[src/rtl/annexb_nal_unit_splitter_macros.svh]
// Assertion macros for the Annex B NAL unit splitter.
`ifndef ANNEXB_NAL_UNIT_SPLITTER_MACROS_SVH
`define ANNEXB_NAL_UNIT_SPLITTER_MACROS_SVH

// same-cycle implication, disabled while reset is low
`define ANBS_ASSERT_NOW(label, clk, rst_n, ante, cons) \
    label: assert property (@(posedge clk) disable iff (!(rst_n)) (ante) |-> (cons)) \
        else $error("same-cycle check failed");

// next-cycle implication, disabled while reset is low
`define ANBS_ASSERT_NEXT(label, clk, rst_n, ante, cons) \
    label: assert property (@(posedge clk) disable iff (!(rst_n)) (ante) |=> (cons)) \
        else $error("next-cycle check failed");

`endif

[src/rtl/anbs_pkg.sv]
// Shared types, constants and helpers for the Annex B NAL unit splitter.
`default_nettype none

package anbs_pkg;

    localparam int unsigned MAX_NAL_BYTES = 65535;
    localparam int unsigned LEN_W         = 16;
    localparam logic [LEN_W-1:0] LEN_CAP  =
        (MAX_NAL_BYTES < 65535) ? LEN_W'(MAX_NAL_BYTES) : {LEN_W{1'b1}};

    localparam int unsigned WIN_DEPTH   = 3;
    localparam int unsigned MAX_BURST   = 5;
    localparam int unsigned QUEUE_DEPTH = 8;
    localparam int unsigned QIDX_W      = $clog2(QUEUE_DEPTH);
    localparam int unsigned QCNT_W      = $clog2(QUEUE_DEPTH + 1);
    localparam int unsigned BURST_W     = $clog2(MAX_BURST + 1);
    localparam logic [QCNT_W-1:0] READY_LIMIT = QCNT_W'(QUEUE_DEPTH - MAX_BURST);

    localparam logic [7:0] HDR_FORBIDDEN_MASK = 8'h80;
    localparam logic [7:0] HDR_REF_MASK       = 8'h60;
    localparam logic [7:0] HDR_TYPE_MASK      = 8'h1f;
    localparam logic [7:0] SC_ZERO            = 8'h00;
    localparam logic [7:0] SC_ONE             = 8'h01;
    localparam logic [LEN_W-1:0] PLEN_SHORT   = LEN_W'(3);
    localparam logic [LEN_W-1:0] PLEN_LONG    = LEN_W'(4);

    typedef struct packed {
        logic [7:0]       data_out;
        logic             nal_first;
        logic             nal_last;
        logic             prefix_long;
        logic             hdr_fbit;
        logic [1:0]       ref_idc;
        logic [4:0]       unit_type;
        logic [LEN_W-1:0] nal_length;
        logic             sync_error;
    } t_res;

    typedef struct packed {
        logic load;
        logic shift;
    } t_cell_ctl;

    function automatic t_res nal_word(input logic [7:0] d, input logic first,
                                      input logic last, input logic plong,
                                      input logic [LEN_W-1:0] len);
        t_res       r;
        logic [7:0] ref_bits;
        logic [7:0] type_bits;
        ref_bits        = d & HDR_REF_MASK;
        type_bits       = d & HDR_TYPE_MASK;
        r               = '0;
        r.data_out      = d;
        r.nal_first     = first;
        r.nal_last      = last;
        r.prefix_long   = first & plong;
        r.hdr_fbit      = first & (|(d & HDR_FORBIDDEN_MASK));
        r.ref_idc       = first ? ref_bits[6:5] : 2'b00;
        r.unit_type     = first ? type_bits[4:0] : 5'b00000;
        r.nal_length    = last ? len : '0;
        r.sync_error    = 1'b0;
        return r;
    endfunction

    function automatic t_res error_word();
        t_res r;
        r            = '0;
        r.sync_error = 1'b1;
        return r;
    endfunction

endpackage

`default_nettype wire

[src/rtl/anbs_if.sv]
// Valid/ready channel interfaces for the stream input and the NAL output.
`default_nettype none

interface anbs_in_if;
    logic       valid;
    logic       ready;
    logic [7:0] data_in;
    logic       stream_end;

    modport source (output valid, output data_in, output stream_end, input ready);
    modport sink   (input valid, input data_in, input stream_end, output ready);
endinterface

interface anbs_out_if;
    logic                         valid;
    logic                         ready;
    logic [7:0]                   data_out;
    logic                         nal_first;
    logic                         nal_last;
    logic                         prefix_long;
    logic                         hdr_fbit;
    logic [1:0]                   ref_idc;
    logic [4:0]                   unit_type;
    logic [anbs_pkg::LEN_W-1:0]   nal_length;
    logic                         sync_error;

    modport source (output valid, output data_out, output nal_first, output nal_last,
                    output prefix_long, output hdr_fbit, output ref_idc,
                    output unit_type, output nal_length, output sync_error,
                    input ready);
    modport sink   (input valid, input data_out, input nal_first, input nal_last,
                    input prefix_long, input hdr_fbit, input ref_idc,
                    input unit_type, input nal_length, input sync_error,
                    output ready);
endinterface

`default_nettype wire

[src/rtl/anbs_core.sv]
// Start code parser: byte window, held byte and unit state; builds result words.
`default_nettype none

module anbs_core (
    input  wire logic                            i_clk,
    input  wire logic                            i_rst_n,
    input  wire logic                            i_acc,
    input  wire logic [7:0]                      i_data,
    input  wire logic                            i_end,
    output logic [anbs_pkg::BURST_W-1:0]         o_count,
    output anbs_pkg::t_res                       o_words [anbs_pkg::QUEUE_DEPTH]
);

    typedef enum logic [1:0] {
        PH_SEEK,
        PH_RESYNC,
        PH_NAL
    } t_phase;

    t_phase                     r_phase;
    logic [7:0]                 r_win [anbs_pkg::WIN_DEPTH];
    logic [1:0]                 r_fill;
    logic [7:0]                 r_held;
    logic                       r_held_v;
    logic                       r_plong;
    logic                       r_hdr;
    logic [anbs_pkg::LEN_W-1:0] r_cnt;

    logic [7:0]                 w  [anbs_pkg::WIN_DEPTH + 1];
    logic [7:0]                 ev [anbs_pkg::MAX_BURST];
    logic [anbs_pkg::WIN_DEPTH-1:0] z;
    logic                       b_one;
    logic                       long4;
    logic                       short3;
    logic                       found;
    logic                       seek_ok;
    logic                       in_nal;
    logic                       err;
    logic [2:0]                 c_k;
    logic                       c_fin;
    logic [2:0]                 total;
    logic [2:0]                 emit_n;
    logic [anbs_pkg::LEN_W:0]   len_sum;
    logic [anbs_pkg::LEN_W-1:0] len_new;

    always_comb begin
        for (int i = 0; i < anbs_pkg::WIN_DEPTH; i++) begin
            if (2'(i) < r_fill) begin
                w[i] = r_win[i];
            end else if (2'(i) == r_fill) begin
                w[i] = i_data;
            end else begin
                w[i] = '0;
            end
        end
        w[anbs_pkg::WIN_DEPTH] = (r_fill == 2'd3) ? i_data : 8'h00;
        for (int i = 0; i < anbs_pkg::WIN_DEPTH; i++) begin
            z[i] = (w[i] == anbs_pkg::SC_ZERO);
        end
    end

    assign b_one   = (i_data == anbs_pkg::SC_ONE);
    assign long4   = (r_fill == 2'd3) && z[0] && z[1] && z[2] && b_one;
    assign short3  = b_one && (((r_fill == 2'd2) && z[0] && z[1]) ||
                               ((r_fill == 2'd3) && z[1] && z[2]));
    assign found   = long4 || short3;
    assign seek_ok = (r_fill < 2'd2) || ((r_fill == 2'd2) && z[0] && z[1] && z[2]);
    assign in_nal  = (r_phase == PH_NAL);
    assign err     = (r_phase == PH_SEEK) && !found && !seek_ok;

    always_comb begin
        if (in_nal && found) begin
            c_k   = (short3 && !long4 && (r_fill == 2'd3)) ? 3'd1 : 3'd0;
            c_fin = 1'b1;
        end else if (in_nal && i_end) begin
            c_k   = 3'(r_fill) + 3'd1;
            c_fin = 1'b1;
        end else if (in_nal) begin
            c_k   = (r_fill == 2'd3) ? 3'd1 : 3'd0;
            c_fin = 1'b0;
        end else begin
            c_k   = 3'd0;
            c_fin = 1'b0;
        end
    end

    assign total   = 3'(r_held_v) + c_k;
    assign emit_n  = c_fin ? total : ((total != 3'd0) ? total - 3'd1 : 3'd0);
    assign len_sum = {1'b0, r_cnt} + (anbs_pkg::LEN_W + 1)'(c_k);
    assign len_new = (len_sum > {1'b0, anbs_pkg::LEN_CAP}) ? anbs_pkg::LEN_CAP
                                                          : len_sum[anbs_pkg::LEN_W-1:0];

    always_comb begin
        ev[0] = r_held_v ? r_held : w[0];
        for (int j = 1; j < anbs_pkg::MAX_BURST - 1; j++) begin
            ev[j] = r_held_v ? w[j-1] : w[j];
        end
        ev[anbs_pkg::MAX_BURST-1] = w[anbs_pkg::WIN_DEPTH];
    end

    always_comb begin
        for (int j = 0; j < anbs_pkg::QUEUE_DEPTH; j++) begin
            o_words[j] = '0;
        end
        if (err) begin
            o_words[0] = anbs_pkg::error_word();
        end else begin
            for (int j = 0; j < anbs_pkg::MAX_BURST; j++) begin
                if (3'(j) < emit_n) begin
                    o_words[j] = anbs_pkg::nal_word(ev[j], r_hdr && (j == 0),
                                                    c_fin && (3'(j) == emit_n - 3'd1),
                                                    r_plong, len_new);
                end
            end
        end
    end

    assign o_count = err ? anbs_pkg::BURST_W'(1) : anbs_pkg::BURST_W'(emit_n);

    always_ff @(posedge i_clk) begin
        if (!i_rst_n) begin
            r_phase  <= PH_SEEK;
            r_fill   <= '0;
            r_held_v <= 1'b0;
            r_plong  <= 1'b0;
            r_hdr    <= 1'b0;
            r_cnt    <= '0;
        end else if (i_acc) begin
            if (i_end) begin
                r_phase  <= PH_SEEK;
                r_fill   <= '0;
                r_held_v <= 1'b0;
                r_plong  <= 1'b0;
                r_hdr    <= 1'b0;
                r_cnt    <= '0;
            end else if (found) begin
                r_phase  <= PH_NAL;
                r_fill   <= '0;
                r_held_v <= 1'b0;
                r_plong  <= long4;
                r_hdr    <= 1'b1;
                r_cnt    <= long4 ? anbs_pkg::PLEN_LONG : anbs_pkg::PLEN_SHORT;
            end else begin
                if (r_fill != 2'd3) begin
                    r_win[r_fill] <= i_data;
                    r_fill        <= r_fill + 2'd1;
                end else begin
                    r_win[0] <= r_win[1];
                    r_win[1] <= r_win[2];
                    r_win[2] <= i_data;
                end
                if (err) begin
                    r_phase <= PH_RESYNC;
                end
                if (in_nal) begin
                    r_cnt <= len_new;
                    if (emit_n != 3'd0) begin
                        r_hdr <= 1'b0;
                    end
                    if (c_k != 3'd0) begin
                        r_held   <= w[0];
                        r_held_v <= 1'b1;
                    end
                end
            end
        end
    end

endmodule

`default_nettype wire

[src/rtl/anbs_cell.sv]
// One output queue cell: loads a new word, takes its neighbor's word, or holds.
`default_nettype none

module anbs_cell (
    input  wire logic                 i_clk,
    input  anbs_pkg::t_cell_ctl       i_ctl,
    input  anbs_pkg::t_res            i_new,
    input  anbs_pkg::t_res            i_next,
    output anbs_pkg::t_res            o_word
);

    anbs_pkg::t_res r_word;

    always_ff @(posedge i_clk) begin
        if (i_ctl.load) begin
            r_word <= i_new;
        end else if (i_ctl.shift) begin
            r_word <= i_next;
        end
    end

    assign o_word = r_word;

endmodule

`default_nettype wire

[src/rtl/annexb_nal_unit_splitter.sv]
// Annex B NAL unit splitter top level: parser plus a row of output queue cells.
//
// Input channel i_in carries one stream byte per word (data_in) with stream_end
// set on the last byte of a stream. Output channel o_out carries one NAL byte
// per word after the start code, with nal_first (header fields valid),
// nal_last (nal_length valid) and sync_error on the single error word emitted
// when a stream does not open with a start code.
// Throughput: one input word per cycle while i_in.ready is high; output drains
// one word per cycle while o_out.ready is high. A committed byte is registered
// in a queue cell and reaches o_out from the queue head. Bytes that may belong
// to a start code, plus one held byte, wait for later input, so data trails
// the input by up to four words; stream_end flushes them. A word may produce
// up to five output words (flush at stream end); they enter an eight-cell
// shift queue, and i_in.ready stays high while at least five cells are free,
// so ready depends only on the queue fill register. When the receiver stalls,
// the head word holds and the queue fills; input then stops until room returns.
// Reset (synchronous, active low) empties the queue and returns the parser to
// seeking the first start code; no clearing pass is needed.
`default_nettype none
`include "annexb_nal_unit_splitter_macros.svh"

module annexb_nal_unit_splitter (
    input  wire logic        i_clk,
    input  wire logic        i_rst_n,
    anbs_in_if.sink          i_in,
    anbs_out_if.source       o_out
);

    logic [anbs_pkg::QCNT_W-1:0]  r_cnt;
    logic [anbs_pkg::BURST_W-1:0] core_count;
    anbs_pkg::t_res               core_words [anbs_pkg::QUEUE_DEPTH];
    anbs_pkg::t_res               q          [anbs_pkg::QUEUE_DEPTH];
    logic                         acc;
    logic                         pop;
    logic [anbs_pkg::QCNT_W-1:0]  base;
    logic [anbs_pkg::QCNT_W-1:0]  push_n;

    assign i_in.ready = (r_cnt <= anbs_pkg::READY_LIMIT);
    assign acc        = i_in.valid && i_in.ready;
    assign pop        = o_out.valid && o_out.ready;
    assign base       = r_cnt - anbs_pkg::QCNT_W'(pop);
    assign push_n     = acc ? anbs_pkg::QCNT_W'(core_count) : '0;

    anbs_core u_core (
        .i_clk   (i_clk),
        .i_rst_n (i_rst_n),
        .i_acc   (acc),
        .i_data  (i_in.data_in),
        .i_end   (i_in.stream_end),
        .o_count (core_count),
        .o_words (core_words)
    );

    for (genvar gi = 0; gi < anbs_pkg::QUEUE_DEPTH; gi++) begin : g_cell
        logic [anbs_pkg::QCNT_W-1:0] off;
        anbs_pkg::t_cell_ctl         ctl;
        anbs_pkg::t_res              next_word;

        assign off       = anbs_pkg::QCNT_W'(gi) - base;
        assign ctl.load  = (anbs_pkg::QCNT_W'(gi) >= base) && (off < push_n);
        assign ctl.shift = pop;

        if (gi == anbs_pkg::QUEUE_DEPTH - 1) begin : g_tail
            assign next_word = '0;
        end else begin : g_body
            assign next_word = q[gi+1];
        end

        anbs_cell u_cell (
            .i_clk  (i_clk),
            .i_ctl  (ctl),
            .i_new  (core_words[off[anbs_pkg::QIDX_W-1:0]]),
            .i_next (next_word),
            .o_word (q[gi])
        );
    end

    always_ff @(posedge i_clk) begin
        if (!i_rst_n) begin
            r_cnt <= '0;
        end else begin
            r_cnt <= base + push_n;
        end
    end

    assign o_out.valid         = (r_cnt != '0);
    assign o_out.data_out      = q[0].data_out;
    assign o_out.nal_first     = q[0].nal_first;
    assign o_out.nal_last      = q[0].nal_last;
    assign o_out.prefix_long   = q[0].prefix_long;
    assign o_out.hdr_fbit      = q[0].hdr_fbit;
    assign o_out.ref_idc       = q[0].ref_idc;
    assign o_out.unit_type     = q[0].unit_type;
    assign o_out.nal_length    = q[0].nal_length;
    assign o_out.sync_error    = q[0].sync_error;

    `ANBS_ASSERT_NOW(a_queue_bound, i_clk, i_rst_n, 1'b1, r_cnt <= anbs_pkg::QUEUE_DEPTH)
    `ANBS_ASSERT_NOW(a_error_clean, i_clk, i_rst_n, o_out.valid && o_out.sync_error, o_out.data_out == 8'h00 && !o_out.nal_first && !o_out.nal_last)
    `ANBS_ASSERT_NOW(a_last_length, i_clk, i_rst_n, o_out.valid && o_out.nal_last, o_out.nal_length >= anbs_pkg::PLEN_SHORT)
    `ANBS_ASSERT_NEXT(a_drain_step, i_clk, i_rst_n, pop && !acc, r_cnt == $past(r_cnt) - 1'b1)

endmodule

`default_nettype wire
[src/flat_wrapper.sv]
// flat-port wrapper written by rule: the top's interface ports become plain ports
module annexb_nal_unit_splitter_flat 
  (i_clk, i_rst_n, i_in_valid, i_in_data_in, i_in_stream_end, i_in_ready, o_out_valid, o_out_data_out, o_out_nal_first, o_out_nal_last, o_out_prefix_long, o_out_hdr_fbit, o_out_ref_idc, o_out_unit_type, o_out_nal_length, o_out_sync_error, o_out_ready);
  anbs_in_if i_in_i ();
  anbs_out_if o_out_i ();
  input  wire logic i_clk;
  input  wire logic i_rst_n;
  input wire logic [$bits(i_in_i.valid)-1:0] i_in_valid;
  input wire logic [$bits(i_in_i.data_in)-1:0] i_in_data_in;
  input wire logic [$bits(i_in_i.stream_end)-1:0] i_in_stream_end;
  output wire logic [$bits(i_in_i.ready)-1:0] i_in_ready;
  output wire logic [$bits(o_out_i.valid)-1:0] o_out_valid;
  output wire logic [$bits(o_out_i.data_out)-1:0] o_out_data_out;
  output wire logic [$bits(o_out_i.nal_first)-1:0] o_out_nal_first;
  output wire logic [$bits(o_out_i.nal_last)-1:0] o_out_nal_last;
  output wire logic [$bits(o_out_i.prefix_long)-1:0] o_out_prefix_long;
  output wire logic [$bits(o_out_i.hdr_fbit)-1:0] o_out_hdr_fbit;
  output wire logic [$bits(o_out_i.ref_idc)-1:0] o_out_ref_idc;
  output wire logic [$bits(o_out_i.unit_type)-1:0] o_out_unit_type;
  output wire logic [$bits(o_out_i.nal_length)-1:0] o_out_nal_length;
  output wire logic [$bits(o_out_i.sync_error)-1:0] o_out_sync_error;
  input wire logic [$bits(o_out_i.ready)-1:0] o_out_ready;
  assign i_in_i.valid = i_in_valid;
  assign i_in_i.data_in = i_in_data_in;
  assign i_in_i.stream_end = i_in_stream_end;
  assign i_in_ready = i_in_i.ready;
  assign o_out_valid = o_out_i.valid;
  assign o_out_data_out = o_out_i.data_out;
  assign o_out_nal_first = o_out_i.nal_first;
  assign o_out_nal_last = o_out_i.nal_last;
  assign o_out_prefix_long = o_out_i.prefix_long;
  assign o_out_hdr_fbit = o_out_i.hdr_fbit;
  assign o_out_ref_idc = o_out_i.ref_idc;
  assign o_out_unit_type = o_out_i.unit_type;
  assign o_out_nal_length = o_out_i.nal_length;
  assign o_out_sync_error = o_out_i.sync_error;
  assign o_out_i.ready = o_out_ready;
  annexb_nal_unit_splitter u_core (.i_clk(i_clk), .i_rst_n(i_rst_n), .i_in(i_in_i), .o_out(o_out_i));
endmodule
[config.mk]
export PLATFORM = sky130hd
export DESIGN_NAME = annexb_nal_unit_splitter_flat
export DESIGN_NICKNAME = d
export VERILOG_FILES = /design/src/rtl/anbs_pkg.sv /design/src/rtl/anbs_if.sv /design/src/rtl/anbs_core.sv /design/src/rtl/anbs_cell.sv /design/src/rtl/annexb_nal_unit_splitter.sv /design/src/flat_wrapper.sv
export VERILOG_INCLUDE_DIRS = /design/src /design/src/rtl
export SDC_FILE = /design/constraint.sdc
export NUM_CORES = 1
export LEC_CHECK = 0
export ABC_CLOCK_PERIOD_IN_PS = 9900
export BUFFER_PORTS_ARGS = -buffer_cell sky130_fd_sc_hd__clkbuf_2
export CAP_MARGIN = 30
export CORE_UTILIZATION = 43
export DETAILED_ROUTE_END_ITERATION = 10
export PLACE_DENSITY = 0.72
export SLEW_MARGIN = 10
export SYNTH_ARGS = -nofsm -noshare
export SYNTH_HDL_FRONTEND = slang
export SYNTH_SLANG_ARGS = --single-unit
[constraint.sdc]
create_clock -name i_clk -period 9.9 [get_ports i_clk]
set_clock_uncertainty 0.15 [all_clocks]
set_input_delay 2.97 -clock i_clk [delete_from_list [all_inputs] [get_ports i_clk]]
set_output_delay 2.97 -clock i_clk [all_outputs]
set_load 0.005 [all_outputs]
# After elaboration in Yosys (flattened, before gate mapping)
# Memory sizes are Yosys's and may differ from the RTL's.
# Index checks and enable logic that the tools add are counted.
dict set report op_classes {
  addsub 16
  mux 112
  order_cmp 35
  n_eq_ne 11
  n_reduce_logical 69
  bitwise_logic 12
}
# op count
set op_table {}
lappend op_table {{2-to-1 mux 36 bit} 38}
lappend op_table {{binary-select mux 36 bit (select 3 bit)} 8}
lappend op_table {{2-to-1 mux 144 bit} 1}
lappend op_table {{2-to-1 mux 16 bit} 9}
lappend op_table {{2-to-1 mux 8 bit} 12}
lappend op_table {{>= comparator 4 bit (second input constant)} 8}
lappend op_table {{< comparator 4 bit} 8}
lappend op_table {{inverter 3 -> 4 bit} 8}
lappend op_table {{logical AND 1 bit} 31}
lappend op_table {{2-to-1 mux 1 bit} 28}
lappend op_table {{logical NOT 8 bit} 3}
lappend op_table {{nonzero test 3 bit} 8}
lappend op_table {{2-to-1 mux 3 bit} 7}
lappend op_table {{nonzero test 2 bit} 9}
lappend op_table {{adder 16 x 3 -> 17 bit} 1}
lappend op_table {{> comparator 17 x 16 -> 1 bit (second input constant)} 1}
lappend op_table {{>= comparator 3 x 4 -> 1 bit (first input constant)} 4}
lappend op_table {{2-to-1 mux 2 bit} 8}
lappend op_table {{subtractor 3 x 4 -> 4 bit (first input constant)} 4}
lappend op_table {{== test 8 x 1 -> 1 bit (second input constant)} 1}
lappend op_table {{>= comparator 1 x 4 -> 1 bit (first input constant)} 2}
lappend op_table {{>= comparator 2 x 4 -> 1 bit (first input constant)} 2}
lappend op_table {{AND reduction 2 bit} 4}
lappend op_table {{OR reduction 8 bit} 1}
lappend op_table {{other kinds (32)} 49}
dict set report totals {
  elab_cells 336
  ram_bits 24
  regBits 323
  input_bits 13
  mem_count 1
}
# name depth width rd rd_ports_with_merged_regs wr line
set memory_table {}
lappend memory_table {u_core.u_core.r_win 3 8 3 0 3 anbs_core.sv:21} ;# logic [7:0] r_win [anbs_pkg::WIN_DEPTH];

# Logic depth before layout (Yosys ltp)
dict set report depth {
  word_depth 27
  depth_mapped 32
  ltp_nobuf 28
}

# Cells and area by module
# From an unflattened synthesis, not the netlist that was laid out.
dict set report unflattened {
  cells_unflattened 2702
  area_unflattened_um2 31557.8
}
# mod area_each_um2 seq_area_each_um2 cells_per_inst n_inst
set by_module_without_submodules {}
lappend by_module_without_submodules {anbs_cell 1672.9 1081.0 77 8}
lappend by_module_without_submodules {annexb_nal_unit_splitter 12249.2 80.1 1298 1}
lappend by_module_without_submodules {anbs_core 5925.7 1421.4 788 1}

# Worst setup path before layout
# Ideal clock, no wire load.
dict set report synth_path {
  path_type {input to register}
  start {input port i_in_data_in[1]}
  end {register u_core.g_cell[3].u_cell.r_word (netlist bit u_core.g_cell[3].u_cell.o_word[0]) (enable)}
  arrival_ps 8897
  stages 26
  path_slack_ps 349
  path_cell_list {buf_2 > nor4b_1 > o211ai_1 > a311oi_2 > o21a_1 > o21ai_0 > a21oi_1 > ha_1 > ha_1 > clkbuf_1 > inv_1 > xnor2_1 > inv_1 > ha_1 > nor3_1 > a21oi_1 > o21ai_0 > a311oi_4 > a21oi_1 > ha_1 > fa_1 > nand2b_1 > nand4b_1 > clkbuf_1 > clkbuf_1 > nand2_1}
}
dict set report synth_between {
  elab_chain_len 21
  elab_cells_between_ends 44
}
# element line
set synth_lines {}
lappend synth_lines {{from (decl)} flat_wrapper.sv:9} ;# input wire logic [$bits(i_in_i.data_in)-1:0] i_in_data_in;
lappend synth_lines {{2-to-1 mux 8 bit} anbs_core.sv:50} ;# end else if (2'(i) == r_fill) begin
lappend synth_lines {{2-to-1 mux 8 bit} anbs_core.sv:48} ;# if (2'(i) < r_fill) begin
lappend synth_lines {{logical NOT 8 bit} anbs_core.sv:58} ;# z[i] = (w[i] == anbs_pkg::SC_ZERO);
lappend synth_lines {{logical AND 1 bit (4 in a row)} anbs_core.sv:63} ;# assign long4 = (r_fill == 2'd3) && z[0] && z[1] && z[2] && b_one;
lappend synth_lines {{logical NOT 1 bit} anbs_core.sv:73} ;# c_k = (short3 && !long4 && (r_fill == 2'd3)) ? 3'd1 : 3'd0;
lappend synth_lines {{logical AND 1 bit (2 in a row)} anbs_core.sv:73}
lappend synth_lines {{2-to-1 mux 1 bit} anbs_core.sv:73}
lappend synth_lines {{2-to-1 mux 3 bit} anbs_core.sv:72} ;# if (in_nal && found) begin
lappend synth_lines {{adder 1 x 3 -> 3 bit} anbs_core.sv:87} ;# assign total = 3'(r_held_v) + c_k;
lappend synth_lines {{subtractor 3 x 1 -> 3 bit or nonzero test 3 bit (tied branches)} anbs_core.sv:88} ;# assign emit_n = c_fin ? total : ((total != 3'd0) ? total - 3'd1 : 3'd0);
lappend synth_lines {{2-to-1 mux 3 bit (2 in a row)} anbs_core.sv:88}
lappend synth_lines {{2-to-1 mux 3 bit *} anbs_core.sv:118} ;# assign o_count = err ? anbs_pkg::BURST_W'(1) : anbs_pkg::BURST_W'(emit_n);
lappend synth_lines {{2-to-1 mux 3 bit *} annexb_nal_unit_splitter.sv:42} ;# assign push_n = acc ? anbs_pkg::QCNT_W'(core_count) : '0;
lappend synth_lines {{< comparator 4 bit *} annexb_nal_unit_splitter.sv:60} ;# assign ctl.load = (anbs_pkg::QCNT_W'(gi) >= base) && (off < push_n);
lappend synth_lines {{logical AND 1 bit *} annexb_nal_unit_splitter.sv:60}
lappend synth_lines {{nonzero test 2 bit (no line) *} --}
lappend synth_lines {{to (signal assigned)} anbs_cell.sv:16} ;# r_word <= i_new;
lappend synth_lines {{to (signal assigned)} anbs_cell.sv:18} ;# r_word <= i_next;
lappend synth_lines {{to (decl)} anbs_cell.sv:12} ;# anbs_pkg::t_res r_word;
# Mark *: on every way between the ends. The rest lies on a longest branch, timed or not.
# A chain may end at the register's enable or synchronous reset.

# Worst setup path in the final report
dict set report layout_path {
  start {input port i_in_data_in[5]}
  end {register u_core.g_cell[3].u_cell.r_word (netlist bit u_core.g_cell[3].u_cell.o_word[1]), data pin}
}
dict set report layout_between {
  elab_chain_len 26
  elab_cells_between_ends 78
}
# element line
set layout_lines {}
lappend layout_lines {{2-to-1 mux 8 bit} anbs_core.sv:50}
lappend layout_lines {{2-to-1 mux 8 bit} anbs_core.sv:48}
lappend layout_lines {{logical NOT 8 bit} anbs_core.sv:58}
lappend layout_lines {{logical AND 1 bit (4 in a row)} anbs_core.sv:63}
lappend layout_lines {{logical NOT 1 bit} anbs_core.sv:73}
lappend layout_lines {{logical AND 1 bit (2 in a row)} anbs_core.sv:73}
lappend layout_lines {{2-to-1 mux 1 bit} anbs_core.sv:73}
lappend layout_lines {{2-to-1 mux 3 bit} anbs_core.sv:72}
lappend layout_lines {{[... 5 more ...]} --}
lappend layout_lines {{== test 3 bit, or another cell as far along} anbs_core.sv:111} ;# c_fin && (3'(j) == emit_n - 3'd1),
lappend layout_lines {{logical AND 1 bit} anbs_core.sv:111}
lappend layout_lines {{2-to-1 mux 16 bit} anbs_pkg.sv:60} ;# r.nal_length = last ? len : '0;
lappend layout_lines {{2-to-1 mux 36 bit} anbs_core.sv:109} ;# if (3'(j) < emit_n) begin
lappend layout_lines {{2-to-1 mux 144 bit or 2-to-1 mux 36 bit (tied branches)} anbs_core.sv:105} ;# if (err) begin
lappend layout_lines {{binary-select mux 36 bit (select 3 bit)} annexb_nal_unit_splitter.sv:72} ;# .i_new (core_words[off[anbs_pkg::QIDX_W-1:0]]),
lappend layout_lines {{2-to-1 mux 36 bit (not written as such) (2 in a row)} annexb_nal_unit_splitter.sv:72}
lappend layout_lines {{2-to-1 mux 36 bit *} anbs_cell.sv:15} ;# if (i_ctl.load) begin
# Mark *: on every way between the ends. The rest lies on a longest branch, timed or not. The select of a mux whose other input is x is not followed.

==> impl_metrics.ini <==
[drt]
antenna_left = 0
detailedRoute.firstPassIterationCount = 6
wl_per_cell_um = 22.84
routed_wirelength_mm = 51.79
vias = 14360
drt_iter0_markers = 1811
post-route-drc-count = 0
vias_per_cell = 6.334

[setup_path]
cp_data_required_time_ns = 10.14
rr_worst_depth = 26
crit_buf_inv = 4
timing_worst_setup_path_type = input port to flop
crit_family = compound AO/OA/AOI/OAI gates
critPathMaxStageDelay_ns = 0.73
cell_with_the_most_instances_on_the_worst_path = sky130_fd_sc_hd__ha_1
worst-path-max-fanout = 17
arrival_ns = 9.43
rrSetupSlack_ns = 2.22
critical_path.startpoint_type = input port
worst_r2r_endpoint = u_core.g_cell[3].u_cell.o_word[1]
rr_startpoint = u_core.u_core.r_fill[1]
setup_crit_end_kind = flop
critical-path-slowest-cell = sky130_fd_sc_hd__nor2_1

[yosys]
cell_taking_the_most_area_after_synthesis = sky130_fd_sc_hd__edfxtp_1
ys_dominant_reg_cell = sky130_fd_sc_hd__edfxtp_1
synth.ff_latch_count = 347
post_synth_inst_count = 1656
synth_edf_count = 320
mapped_area_mm2 = 0.01834
post-synth-top-count-cell = sky130_fd_sc_hd__edfxtp_1
synth.distinct_cells = 84
syn-mean-instance-area_um2 = 11.07
syn_nets = 1711
synth_sequential_area_ratio_pct = 55.35
synth_top_cell_area_share_pct = 52.41
async_reset_ff_share_pct = 0
synthTopCellsByArea = sky130_fd_sc_hd__edfxtp_1 52%, sky130_fd_sc_hd__nand2_1 5.2%, sky130_fd_sc_hd__o21ai_0 4.6%
synth-warning-count = 0
synthTopCellsByCount = 320 x sky130_fd_sc_hd__edfxtp_1, 253 x sky130_fd_sc_hd__nand2_1, 169 x sky130_fd_sc_hd__o21ai_0

[pwr]
relative_contribution_of_combinational_cells_to_total_power_pct = 39.5
powerDensity_mw_per_mm2 = 348.9
p_leak_nw = 7.384
irDropWorstVdd_mv = 0.1847
sw_frac_of_total_pct = 37.66
cellInternalPower_mw = 4.467
power_switching_mw = 2.698
power_frac_clock_pct = 19.4
p_seq_share_pct = 41.1

[place]
hpwlAfterDp_mm = 36.30
placer_s_final_routability_congestion_estimate = 0.9056
inst_count_dp = 2199
portBuffers = 50

[timing]
timing.slew.headroom_pct = 33.95
max_freq_ghz = 0.1088
worst_max_slew_pin_slew_ns = 0.9887
final.setup.tns_ns = 0
period_share_pct = 92.83
period_needed_ns = 9.190
finalHoldViolations = 0
grt_setup_unrepaired = no
maxSlewViolCount = 0
setup_viol = 0

[layout]
layout.core_utilization_pct = 48.85
drive_gt1_share_pct = 15.28
layoutNonFillerInstCount = 2267
area_overhead_vs_synth_pct = 11.99
antenna_cells = 0
nets = 1759

[hold_path]
worstHoldEndpoint = u_core.u_core.r_cnt[0]
number_of_stages_on_the_worst_hold_path = 1
hold_start = u_core.u_core.r_cnt[0]
min_path_type = flop to flop

[floorplan]
die-width_um = 208.5
initial_core_util_pct = 43.62
ios = 51
core_area_mm2 = 0.04204
num_rows = 75
die_area_mm2 = 0.04347
die_height_um = 208.5

[global_route]
grt_first_pass_wirelength_mm = 81.29
track_usage_pct = 23.87
grt_pass1_vias = 14000
grt_start_max_net_pins = 45
antenna_found_initial = 0
grt_overflow = 0

[clock_network]
clock_latency_ns = 0.57
worst_setup_hold_path_clk_slew_ns = 0.06
numCtsBuffers = 38
clock_tree.root_cell = sky130_fd_sc_hd__clkbuf_16
cts-root-to-sink-buffers = 3
cts.sinks = 347
ctsHoldBuffers = 0
tritoncts_clock_tree = done
h-tree-depth = 2
post_cts_resized = 0
cts.repair_timing.setup_buffer_count = 0

[status]
run_status = completed

[flow_run]
drv_cap = 0
==> flip-flops by register name (all words and copies together), names as in the netlist <==
register                     count
u_core.g_cell.u_cell.o_word    288
u_core.r_cnt                     4
u_core.u_core.r_cnt             16
u_core.u_core.r_fill             2
u_core.u_core.r_hdr              1
u_core.u_core.r_held             8
u_core.u_core.r_held_v           1
u_core.u_core.r_phase            2
u_core.u_core.r_plong            1
u_core.u_core.r_win             24
==> stage by stage <==
step	setup WS (ns)	power (mW)	cell area, µm²	hold WS [ns]
2_1_floorplan	0.3489	4.762	18340	0.2828
3_3_place_gp	0.4902	5.624	19290	0.3186
3_5_place_dp	0.2724	5.755	19300	0.3003
4_1_cts	0.8259	7.153	20490	0.3195
5_1_grt	0.1510	7.585	20530	0.3368
6_report	0.7102	7.165	20530	0.3128
==> worst max path at each step <==
stage | startpoint | depth (start not counted) | end
floorplan | i_in_data_in[1] | 26 | u_core.g_cell[3].u_cell.o_word[0]
global placement | i_in_data_in[5] | 25 | u_core.g_cell[3].u_cell.o_word[1]
detailed placement | i_in_data_in[5] | 25 | u_core.g_cell[3].u_cell.o_word[1]
CTS | i_in_data_in[5] | 25 | u_core.g_cell[3].u_cell.o_word[1]
global route | i_in_data_in[5] | 25 | u_core.g_cell[3].u_cell.o_word[9]
finish | i_in_data_in[5] | 25 | u_core.g_cell[3].u_cell.o_word[1]
==> per-layer routing <==
layer | wire [µm] | GRT usage, % | part of all wire [%] | up-vias
li1 | - | - | - | 6420
met1 | 21340 | 31.67 | 41 | 7098
met2 | 24360 | 38.53 | 47 | 723
met3 | 3979 | 4.091 | 7.7 | 119
met4 | 2104 | 10.19 | 4.1 | 0
met5 | 0 | 0 | 0 | -
==> power groups by stage <==
stage | clock [mW] | combinational [mW] | sequential (mW)
after floorplan | 0 | 1.83 | 2.93
after global placement | 0 | 2.67 | 2.95
after detailed placement | 0 | 2.79 | 2.97
after CTS | 1.41 | 2.80 | 2.94
after global routing | 1.47 | 3.11 | 3.01
final | 1.39 | 2.83 | 2.95
==> cell usage in the layout (no fill, tap or decap), drive strengths merged, types with 13 or more instances in the layout <==
cell type and n:
edfxtp 320, nand2 253, o21ai 187, clkbuf 96
nor2 91, a22o 76, buf 57, a22oi 54
mux2 47, a21oi 45, o31ai 42, inv 42
ha 39, nand3 39, a21o 32, nor3 29
dfxtp 27, mux2i 25, xnor2 18, nor4 16
a221oi 14, clkinv 13
==> layout make-up <==
type | count | area (µm²)
inverter | 41 | 153.9
clock inverter | 19 | 195.2
fill | 3771 | 21510
sequential | 347 | 10150
clock buffer | 45 | 998.5
timing repair buffer | 108 | 720.7
tap | 539 | 674.4
multi-input combinational | 1168 | 7641
==> kinds of logic after synthesis <==
kind of cell | after synthesis | share of synthesized area (%)
multiplexers | 72 | 4.251
XOR/XNOR | 25 | 1.194
flip-flops | 347 | 55.35
adder cells (fa/ha/maj) | 44 | 3.105
AO/OA/AOI/OAI | 540 | 20.43
buffers and inverters | 141 | 3.023
AND/OR/NAND/NOR | 487 | 12.64
No activity file was read; power rests on OpenSTA's default activity.
